[config.mk]
export PLATFORM = sky130hd
export DESIGN_NAME = scp_div_step
export DESIGN_NICKNAME = d
export VERILOG_FILES = /design/src/design/scp_pkg.sv /design/src/design/scp_div_step.sv
export SDC_FILE = /design/constraint.sdc
export NUM_CORES = 1
export LEC_CHECK = 0
export ABC_CLOCK_PERIOD_IN_PS = 4200
export BUFFER_PORTS_ARGS = -buffer_cell sky130_fd_sc_hd__buf_4
export CAP_MARGIN = 20
export CELL_PAD_IN_SITES_DETAIL_PLACEMENT = 0
export CELL_PAD_IN_SITES_GLOBAL_PLACEMENT = 2
export CORE_AREA = 2 2 209 211
export DETAILED_ROUTE_END_ITERATION = 12
export DIE_AREA = 0 0 211 213
export GPL_TIMING_DRIVEN = 1
export PLACE_DENSITY = 0.81
export SLEW_MARGIN = 20
export SYNTH_ARGS = -nofsm -noshare
export SYNTH_HDL_FRONTEND = slang
export SYNTH_SLANG_ARGS = --single-unit
[constraint.sdc]
create_clock -name clk -period 4.2 [get_ports clk]
set_input_delay 0.63 -clock clk [delete_from_list [all_inputs] [get_ports clk]]
set_output_delay 0.63 -clock clk [all_outputs]
set_load 0.01 [all_outputs]
[src/design/scp_pkg.sv]
// Shared widths and stage types for the segment crossing point unit.
package scp_pkg;

  // Coordinate width and the widths derived from it.
  localparam int COORD_WIDTH = 16;
  localparam int DIFF_W      = COORD_WIDTH + 1;
  localparam int PROD_W      = 2 * DIFF_W;
  localparam int SUM_W       = PROD_W + 1;
  localparam int WIDE_W      = SUM_W + DIFF_W + 1;

  // Cross product results handed from the cross stage to the scale stage.
  typedef struct packed {
    logic                     valid;
    logic                     hit;
    logic signed [SUM_W-1:0]  det;
    logic signed [SUM_W-1:0]  num;
    logic signed [COORD_WIDTH-1:0] bx;
    logic signed [COORD_WIDTH-1:0] by;
    logic signed [DIFF_W-1:0] abx;
    logic signed [DIFF_W-1:0] aby;
  } cross_t;

  // Divider stage contents: both coordinates share the shifted divisor.
  typedef struct packed {
    logic                   valid;
    logic                   hit;
    logic                   neg_x;
    logic                   neg_y;
    logic [WIDE_W-1:0]      rem_x;
    logic [WIDE_W-1:0]      rem_y;
    logic [WIDE_W-1:0]      dsh;
    logic [COORD_WIDTH-1:0] q_x;
    logic [COORD_WIDTH-1:0] q_y;
  } div_t;

endpackage

[src/design/scp_div_step.sv]
// One registered step of the restoring divider: one quotient bit for x and for y.
module scp_div_step (
  input  logic          clk,
  input  logic          rst_n,
  input  logic          en,
  input  scp_pkg::div_t dv_i,
  output scp_pkg::div_t dv_o
);

  localparam int W = scp_pkg::COORD_WIDTH;

  logic          take_x, take_y;
  scp_pkg::div_t dv_r, dv_nxt;

  // Subtract the shifted divisor where it fits, then move it down one place.
  always_comb begin
    take_x = dv_i.rem_x >= dv_i.dsh;
    take_y = dv_i.rem_y >= dv_i.dsh;
    dv_nxt       = dv_i;
    dv_nxt.rem_x = take_x ? dv_i.rem_x - dv_i.dsh : dv_i.rem_x;
    dv_nxt.rem_y = take_y ? dv_i.rem_y - dv_i.dsh : dv_i.rem_y;
    dv_nxt.q_x   = {dv_i.q_x[W-2:0], take_x};
    dv_nxt.q_y   = {dv_i.q_y[W-2:0], take_y};
    dv_nxt.dsh   = dv_i.dsh >> 1;
  end

  always_ff @(posedge clk) begin
    if (!rst_n) begin
      dv_r.valid <= 1'b0;
    end else if (en) begin
      dv_r.valid <= dv_nxt.valid;
    end
  end

  always_ff @(posedge clk) begin
    if (en) begin
      dv_r.hit   <= dv_nxt.hit;
      dv_r.neg_x <= dv_nxt.neg_x;
      dv_r.neg_y <= dv_nxt.neg_y;
      dv_r.rem_x <= dv_nxt.rem_x;
      dv_r.rem_y <= dv_nxt.rem_y;
      dv_r.dsh   <= dv_nxt.dsh;
      dv_r.q_x   <= dv_nxt.q_x;
      dv_r.q_y   <= dv_nxt.q_y;
    end
  end

  assign dv_o = dv_r;

endmodule

==> flow_metrics.py, run 1 <==
metrics = {
    "clock_tree": {
        "cts-root-buf": "clkbuf_16",
        "cts.htree.levels": 4,
        "cts_made_buffers": 17,
        "cts_sinks": 194,
        "cts_buffer_depth": 2,
        "holdBufCountCts": 0,
        "clk_pin_slew_ps": 80,
        "clk_latency_ps": 490,
        "cts_resized": 0,
        "postCtsSetupBuffers": 0,
        "cts_tree": "yes",
    },
    "yosys": {
        "syn_area_sq_mm": 0.0135,
        "synth_top_area_frac": 0.429,
        "yosys.area.top_type": "edfxtp_1",
        "synth_warnings": 0,
        "avgSynthCellArea_sq_um": 9.85,
        "syn-instance-count": 1372,
        "ys_types": 74,
        "ys.flop_type": "edfxtp_1",
        "async_flop_share": 0,
        "synth-edff-count": 193,
        "ys_ff_latch": 194,
        "yosysSeqAreaShare": 0.430,
        "syn_nets": 1678,
        "synth_area_leaders": "edfxtp_1 43%, ha_1 9.8%, a21oi_1 6.3%",
    },
    "global_route": {
        "grt_use_total": 0.210,
        "use_met1": 0.269,
        "grt.overflow.total": 0,
        "antenna_found_initial": 6,
        "use_met3": 0.0606,
        "grt_pass1_wl_um": 70100,
        "grt_max_degree": 94,
        "grt.busiest_layer": "met2",
        "grt_util_met2": 0.346,
        "grt_pass1_vias": 11700,
    },
    "worst_setup_path": {
        "timing.critical_path.from": "dv_i[46]",
        "required_ps": 4440,
        "crit_fanout": 4,
        "r2r_start": "dv_o[194]$_SDFFE_PN0P_",
        "cp_top_family": "compound AO/OA/AOI/OAI gates",
        "crit_chain": "buf_4 -> inv_1 -> ha_1 -> buf_4 -> nand2_1 -> o21ai_0 -> a31oi_1 -> nor4b_1 -> a21oi_2 -> buf_4 -> o21ai_0 -> a21boi_1 -> o21ai_0 -> xor2_1 -> mux2_1",
        "worst_path_max_delay_cell": "nor4b_1",
        "end_kind": "flip-flop",
        "reg2regPathDepth": 2,
        "arrival_ps": 3870,
        "rr_endpoint": "dv_o[194]$_SDFFE_PN0P_",
        "cp_slowest_stage_delay_ps": 530,
        "ff2ff_setup_slack_ps": 3600,
        "critPathLaunchType": "input pin",
        "cp_num_buf_inv": 4,
        "path_class": "input pin to flip-flop",
    },
    "route": {
        "ant_nets": 0,
        "viasPerCell": 5.08,
        "routed_wl_um": 47600,
        "dr.first_iter.drc_count": 734,
        "wire_per_inst_um": 20.3,
        "dr.pass1.iters": 7,
        "vias": 11900,
        "drc": 0,
    },
    "placed_design": {
        "placed_area_sq_mm": 0.0174,
        "hpwl_um": 39100,
        "gp_congestion": 0.867,
        "portBuffers": 389,
    },
    "die": {
        "io_pins": 393,
        "die_y_um": 213,
        "core_area_sq_mm": 0.0427,
        "start_util": 0.316,
        "row_count": 76,
        "die_width_um": 211,
        "design.die.area_sq_mm": 0.0449,
    },
    "power": {
        "ir_worst_vdd_mv": 0.297,
        "p_per_area_mw_per_mm2": 355,
        "pwr-share-clk": 0.273,
        "internal_power_mw": 4.25,
        "p_comb_frac": 0.340,
        "swShare": 0.336,
        "p_total_mw": 6.41,
        "p_seq_frac": 0.387,
        "p_sw_mw": 2.15,
        "cellLeakagePower_nw": 7.92,
    },
    "layout": {
        "area_growth_pct": 33.7,
        "design_area_sq_mm": 0.0181,
        "final_nets": 2093,
        "drive_gt1_frac": 0.311,
        "largest_register_ff_count": 194,
    },
    "sta": {
        "totalNegativeSetupSlack_ps": 0,
        "final.min_clock_period_ps": 3630,
        "timing.fmax_mhz": 276,
        "slew_headroom": 0.442,
        "whs_ps": 304,
        "finalSetupViolCount": 0,
        "slew_violations": 0,
        "worst_slew_pin_slew_ps": 836,
        "finClkSkew_ps": 0,
        "finalHoldViolCount": 0,
        "grt_setup_unrepaired": "no",
        "post-route-period-util": 0.864,
    },
    "worst_hold_path": {
        "hp-class": "input pin to flip-flop",
        "whs_path_depth": 1,
        "holdCritStartpoint": "dv_i[192]",
        "hold_path_end": "dv_o[192]$_DFFE_PP_",
    },
    "job": {
        "cap_violations": 0,
    },
    "outcome": {
        "status": "finished, final reports clean",
    },
}
final cells by class:
type                    instances  area (sq um)
inverters                      91           342
clock buffers                  17           425
fillers                      4195         24600
flip-flops and latches        194          5820
multi-input cells            1024          7050
well taps                     546           683
clock inverters                15           188
repair buffers                459          3550
diodes                          2          5.00
how the worst max path moves through the flow:
| stage | to | slack [ps] | cells after the start |
|---|---|---|---|
| 6_report | dv_o[124]$_DFFE_PP_ | 570 | 15 |
| 5_1_grt | dv_o[124]$_DFFE_PP_ | 390 | 15 |
| 4_1_cts | dv_o[96]$_DFFE_PP_ | 650 | 13 |
| 3_5_place_dp | dv_o[96]$_DFFE_PP_ | 90 | 13 |
| 3_3_place_gp | dv_o[101]$_DFFE_PP_ | 120 | 13 |
| 2_1_floorplan | dv_o[141]$_DFFE_PP_ | 710 | 12 |
power by group through the flow:
stage | Combinational, mW | Clock [mW] | Sequential (mW)
final | 2.18 | 1.75 | 2.48
after global routing | 2.39 | 1.86 | 2.50
after CTS | 2.19 | 1.82 | 2.48
after detailed placement | 2.18 | 0 | 2.52
after global placement | 2.17 | 0 | 2.52
after floorplan | 1.09 | 0 | 2.63
cells in the final DEF, fill, tap and decap left out, drive strengths merged, types with 18 or more instances in the layout:
master / Yosys / routed
o21ai: 62 / 62
clkbuf: 41 / 18
a21o: 60 / 60
nor2: 130 / 130
o21bai: 22 / 22
a21oi: 200 / 200
ha: 106 / 106
nand4: 45 / 45
nand2: 71 / 71
mux2: 21 / 21
a31oi: 18 / 18
nand3: 23 / 23
nor3: 18 / 18
xor2: 34 / 34
inv: 91 / 97
edfxtp: 193 / 193
xnor2: 64 / 64
buf: 22 / 458
Yosys cell counts, types with 22 or more instances:
| cell | number |
|---|---|
| nand4_1 | 44 |
| o21bai_1 | 22 |
| inv_1 | 91 |
| edfxtp_1 | 193 |
| nor2_1 | 120 |
| nand3_1 | 23 |
| clkbuf_1 | 40 |
| nand2_1 | 71 |
| a21oi_1 | 170 |
| xor2_1 | 34 |
| ha_1 | 106 |
| o21ai_0 | 59 |
| a21o_1 | 60 |
| a21oi_2 | 30 |
| xnor2_1 | 64 |
logic make-up (layout without fill, tap and decap cells):
kind of cell,count (synthesis),in the layout,share of synthesized area
AOI/OAI and AO/OA,438,438,0.209
xor gates and xnor gates,98,98,0.0635
adders and majority gates,108,108,0.101
buffers and inverters,154,582,0.0484
DFF,194,194,0.430
muxes,24,24,0.0197
other,1,3,0.000278
and+or+nand+nor,355,355,0.128
worst reg2reg max path, delay by kind of cell (launching register included):
family	cells	cell delay [ps]
multiplexers	1	120
AND/OR/NAND/NOR	1	60
flip-flops	1	320
through the flow:
step	utilization	instances	setup WS, ps
after floorplan	-	1372	711
after global placement	0.409	2314	122
after detailed placement	0.409	2314	94.3
after CTS	0.423	2346	645
after global routing	0.423	2348	394
final	0.423	2348	572
metal layers:
layer	part of all wire	vias to the layer above
met5	0.0012	-
met4	0.016	8
met3	0.068	42
met2	0.47	373
met1	0.45	5605
li1	-	5906
Power figures use the tool's default switching activity.
==> run 2: changes to the inputs <==
- GPL_TIMING_DRIVEN: 1 -> 0
==> flow_metrics.py, run 2 (synthesized netlist as in run 1, its figures left out) <==
metrics = {
    "layout": {
        "design_area_sq_mm": 0.0178,
        "final_cell_mix": "395 x buf_4, 193 x edfxtp_1, 170 x a21oi_1",
        "final_nets": 2088,
        "largest_register_ff_count": 194,
        "drive_gt1_frac": 0.289,
        "final_common_cell": "buf_4",
        "fin_util": 0.417,
        "fill_cells": 4285,
        "instances_no_fill": 2341,
        "antennaDiodeCount": 0,
        "area_growth_pct": 31.6,
    },
    "global_route": {
        "grt_pass1_wl_um": 71700,
        "grt_max_degree": 103,
        "grt.overflow.total": 0,
        "grt_use_total": 0.217,
        "antenna_found_initial": 2,
        "grt_pass1_vias": 11700,
    },
    "route": {
        "drc": 0,
        "viasPerCell": 5.16,
        "dr.first_iter.drc_count": 783,
        "vias": 12100,
        "dr.pass1.iters": 6,
        "routed.top_layer": "met5",
        "wire_per_inst_um": 20.9,
        "ant_nets": 0,
        "wl_met3_um": 3550,
        "wl_met1_um": 21400,
        "wl_met2_um": 23200,
        "routed_wl_um": 49000,
    },
    "worst_setup_path": {
        "path_class": "input pin to flip-flop",
        "r2r_start": "dv_o[194]$_SDFFE_PN0P_",
        "ff2ff_setup_slack_ps": 3590,
        "crit_fanout": 10,
        "crit_chain": "buf_4 -> inv_1 -> ha_1 -> a21oi_1 -> o21ai_0 -> or2_2 -> a311oi_1 -> nor2_2 -> a21o_1 -> a21oi_1 -> o31ai_4 -> buf_2 -> buf_2 -> a21oi_1",
        "arrival_ps": 4330,
        "required_ps": 4490,
        "end_kind": "flip-flop",
        "cp_slowest_stage_delay_ps": 520,
        "path_common_cell": "a21oi_1",
        "rr_endpoint": "dv_o[194]$_SDFFE_PN0P_",
        "critPathLaunchType": "input pin",
        "worst_path_max_delay_cell": "a21oi_1",
        "reg2regPathDepth": 2,
    },
    "placed_design": {
        "post-place-cells": 2308,
        "placed_area_sq_mm": 0.0172,
        "dp_slack_ps": -855,
        "hpwl_um": 40100,
        "gp_congestion": 0.903,
        "portBuffers": 389,
    },
    "sta": {
        "slew_headroom": 0.244,
        "totalNegativeSetupSlack_ps": 0,
        "slew_violations": 0,
        "grt_setup_unrepaired": "no",
        "post-route-period-util": 0.963,
        "finClkSkew_ps": 0,
        "final.min_clock_period_ps": 4040,
        "whs_ps": 296,
        "finalSetupViolCount": 0,
        "worst_slew_pin_slew_ps": 1120,
        "timing.fmax_mhz": 247,
        "worst_slack_ps": 157,
        "finalHoldViolCount": 0,
    },
    "die": {
        "die_y_um": 213,
        "die_width_um": 211,
        "start_util": 0.316,
        "row_count": 76,
        "io_pins": 393,
        "design.die.area_sq_mm": 0.0449,
        "core_area_sq_mm": 0.0427,
    },
    "clock_tree": {
        "cts_tree": "yes",
        "cts-root-buf": "clkbuf_16",
        "clk_pin_slew_ps": 80,
        "cts_buffer_depth": 2,
        "clk_latency_ps": 500,
        "cts_made_buffers": 17,
        "cts_sinks": 194,
        "cts.htree.levels": 4,
    },
    "power": {
        "cellLeakagePower_nw": 7.72,
        "p_per_area_mw_per_mm2": 357,
        "p_total_mw": 6.35,
        "ir_worst_vdd_mv": 0.298,
    },
    "job": {
        "cap_violations": 0,
    },
    "worst_hold_path": {
        "hold_path_end": "dv_o[14]$_DFFE_PP_",
        "hp-class": "input pin to flip-flop",
        "holdCritStartpoint": "dv_i[13]",
        "whs_path_depth": 1,
    },
    "outcome": {
        "status": "finished, final reports clean",
    },
}
run 2: cell types whose count changed in the layout (fill, tap and decap cells not counted), sizes merged:
cell | previous run | this run
buf | 458 | 414
clkbuf | 18 | 57
diode | 2 | 0
bufinv | 1 | 0
clkinv | 8 | 9
run 2: metal layers:
layer / vias to the layer above / global-route usage
met3: 40 / 0.0656
met4: 4 / 0.0585
met5: - / 0
met1: 5719 / 0.274
met2: 411 / 0.360
li1: 5903 / -
run 2: area by class of cell:
| type | count | area [sq um] | area share |
|---|---|---|---|
| inverter | 91 | 342 | 0.0192 |
| timing repair buffer | 392 | 2970 | 0.167 |
| multi-input combinational | 1024 | 7050 | 0.396 |
| sequential | 194 | 5820 | 0.327 |
| buffer | 62 | 310 | 0.0174 |
| clock buffer | 17 | 425 | 0.0239 |
| tap | 546 | 683 | 0.0384 |
| clock inverter | 15 | 190 | 0.0107 |
run 2: worst max-delay path by stage:
| stage | from | to | slack [ps] | cells after the start |
|---|---|---|---|---|
| after floorplan | dv_i[33] | dv_o[141]$_DFFE_PP_ | 710 | 12 |
| after global placement | dv_i[36] | dv_o[98]$_DFFE_PP_ | -860 | 14 |
| after detailed placement | dv_i[36] | dv_o[98]$_DFFE_PP_ | -850 | 14 |
| after CTS | dv_i[36] | dv_o[87]$_DFFE_PP_ | 30 | 14 |
| after global routing | dv_i[52] | dv_o[98]$_DFFE_PP_ | 7 | 14 |
| final | dv_i[52] | dv_o[98]$_DFFE_PP_ | 160 | 14 |
run 2: worst max-delay path, delay by kind of cell:
| kind | cells | cell delay (ps) |
|---|---|---|
| AOI/OAI and AO/OA | 7 | 2000 |
| adders and majority gates | 1 | 350 |
| buffers and inverters | 4 | 810 |
| and+or+nand+nor | 2 | 520 |
run 2: report_power, final:
group	total [mW]	internal (mW)	switching, mW
registers	2.47	2.41	0.0672
clock network	1.74	0.811	0.926
logic	2.14	0.922	1.22
run 2: what timing repair did:
item,4_1_cts,5_1_grt
setup buffers,2,0
resized for setup,1,2
pin swaps,1,0
hold buffers,0,0
setup endpoints to repair,52,27
==> run 3: changes to the inputs <==
- CELL_PAD_IN_SITES_DETAIL_PLACEMENT: 0 -> unset
- CELL_PAD_IN_SITES_GLOBAL_PLACEMENT: 2 -> unset
- CORE_AREA: 2 2 209 211 -> 2 2 163 165
- DIE_AREA: 0 0 211 213 -> 0 0 165 167
==> flow_metrics.py, run 3 (synthesized netlist as in run 1, its figures left out) <==
metrics = {
    "outcome": {
        "status": "finished, final reports clean",
    },
    "route": {
        "wire_per_inst_um": 20.4,
        "wl_met2_um": 21300,
        "dr.first_iter.drc_count": 1106,
        "vias": 12300,
        "routed.top_layer": "met4",
        "dr.pass1.iters": 7,
        "routed_wl_um": 43600,
        "ant_nets": 0,
        "wl_met3_um": 3750,
        "viasPerCell": 5.75,
        "drc": 0,
        "wl_met1_um": 17200,
    },
    "die": {
        "row_count": 59,
        "io_pins": 393,
        "core_area_sq_mm": 0.0258,
        "die_width_um": 165,
        "design.die.area_sq_mm": 0.0276,
        "die_y_um": 167,
        "start_util": 0.524,
    },
    "job": {
        "cap_violations": 0,
    },
    "worst_setup_path": {
        "crit_fanout": 10,
        "cp_top_family": "compound AO/OA/AOI/OAI gates",
        "r2r_start": "dv_o[194]$_SDFFE_PN0P_",
        "ff2ff_setup_slack_ps": 3560,
        "end_kind": "flip-flop",
        "reg2regPathDepth": 2,
        "cp.depth": 15,
        "rr_endpoint": "dv_o[194]$_SDFFE_PN0P_",
        "cp_slowest_stage_delay_ps": 470,
        "required_ps": 4390,
        "critPathLaunchType": "input pin",
        "cp_num_buf_inv": 5,
        "worst_path_max_delay_cell": "ha_1",
        "path_class": "input pin to flip-flop",
        "crit_chain": "buf_4 -> inv_1 -> ha_1 -> o211a_1 -> o21ai_0 -> a31oi_1 -> a311oi_1 -> nor2_1 -> a21o_1 -> a21oi_1 -> o31ai_4 -> buf_4 -> buf_2 -> buf_2 -> a21oi_1",
        "arrival_ps": 4160,
        "timing.critical_path.from": "dv_i[36]",
    },
    "layout": {
        "multiInputGateArea_sq_mm": 0.00704,
        "fill_cells": 2096,
        "final_nets": 2089,
        "seqCellArea_sq_mm": 0.00582,
        "area_growth_pct": 29.8,
        "fin_util": 0.681,
        "instances_no_fill": 2132,
        "largest_register_ff_count": 194,
        "final_common_cell": "buf_4",
        "final_cell_mix": "396 x buf_4, 193 x edfxtp_1, 170 x a21oi_1",
        "design_area_sq_mm": 0.0175,
        "drive_gt1_frac": 0.289,
    },
    "global_route": {
        "antenna_found_initial": 1,
        "grt.overflow.total": 0,
        "grt_max_degree": 104,
        "grt_use_total": 0.309,
        "grt_pass1_wl_um": 64600,
        "grt_pass1_vias": 11600,
    },
    "clock_tree": {
        "cts_made_buffers": 17,
        "clk_pin_slew_ps": 90,
        "cts_tree": "yes",
        "cts_buffer_depth": 2,
        "cts-root-buf": "clkbuf_16",
        "clk_latency_ps": 440,
        "holdBufCountCts": 0,
        "cts_sinks": 194,
        "cts.htree.levels": 4,
    },
    "placed_design": {
        "portBuffers": 389,
        "dp_slack_ps": -671,
        "gp_congestion": 0.969,
        "placed_area_sq_mm": 0.0169,
        "hpwl_um": 35300,
        "post-place-cells": 2097,
    },
    "power": {
        "p_sw_mw": 2.17,
        "ir_worst_vdd_mv": 0.290,
        "p_seq_frac": 0.391,
        "cellLeakagePower_nw": 7.73,
        "pwr-share-clk": 0.275,
        "swShare": 0.343,
        "p_total_mw": 6.32,
        "p_comb_frac": 0.334,
        "internal_power_mw": 4.16,
        "p_per_area_mw_per_mm2": 360,
    },
    "sta": {
        "post-route-period-util": 0.944,
        "slew_violations": 0,
        "grt_setup_unrepaired": "no",
        "worst_slack_ps": 234,
        "finClkSkew_ps": 0,
        "finalSetupViolCount": 0,
        "timing.fmax_mhz": 252,
        "final.min_clock_period_ps": 3970,
        "whs_ps": 352,
        "slew_headroom": 0.368,
        "finalHoldViolCount": 0,
        "worst_slew_pin_slew_ps": 940,
        "totalNegativeSetupSlack_ps": 0,
    },
    "worst_hold_path": {
        "hold_path_end": "dv_o[6]$_DFFE_PP_",
        "holdCritStartpoint": "dv_i[5]",
        "whs_path_depth": 1,
        "hp-class": "input pin to flip-flop",
    },
}
run 3: changes by cell type in the layout (fill, tap and decap cells not counted), sizes merged:
| cell | before | now |
|---|---|---|
| diode | 0 | 1 |
| clkinv | 9 | 8 |
| inv | 97 | 98 |
| clkbuf | 57 | 58 |
run 3: power by group through the flow:
stage | Sequential (mW) | Combinational, mW | Clock [mW]
4_1_cts | 2.47 | 2.10 | 1.75
3_5_place_dp | 2.52 | 2.08 | 0
2_1_floorplan | 2.63 | 1.09 | 0
5_1_grt | 2.49 | 2.29 | 1.82
3_3_place_gp | 2.51 | 2.06 | 0
6_report | 2.47 | 2.11 | 1.74
run 3: repair_timing:
item,4_1_cts,5_1_grt
resized for setup,0,5
buffers inserted,3,0
pin swaps,1,0
endpoints found under the setup margin,37,13
run 3: cell type report:
class	count	share of cell area
Inverter	91	0.0195
Multi-Input combinational cell	1024	0.401
Clock inverter	15	0.0115
Sequential cell	194	0.332
Timing Repair Buffer	393	0.170
Buffer	62	0.0179
Tap cell	335	0.0239
Antenna cell	1	0.000143
Clock buffer	17	0.0243
run 3: worst max path at each step:
| stage | to | slack, ps |
|---|---|---|
| 2_1_floorplan | dv_o[141]$_DFFE_PP_ | 710 |
| 3_3_place_gp | dv_o[111]$_DFFE_PP_ | -680 |
| 3_5_place_dp | dv_o[111]$_DFFE_PP_ | -670 |
| 4_1_cts | dv_o[111]$_DFFE_PP_ | 130 |
| 5_1_grt | dv_o[123]$_DFFE_PP_ | 70 |
| 6_report | dv_o[118]$_DFFE_PP_ | 230 |
run 3: layer usage:
layer | track usage | vias up
met5 | 0 | -
met2 | 0.528 | 550
li1 | - | 5893
met1 | 0.389 | 5749
met3 | 0.0613 | 71
met4 | 0.108 | 0
run 3: worst reg2reg max path: stages (launching register included):
cell	delay, ps
dfxtp_1	320
mux2i_1	140
nor2b_1	70
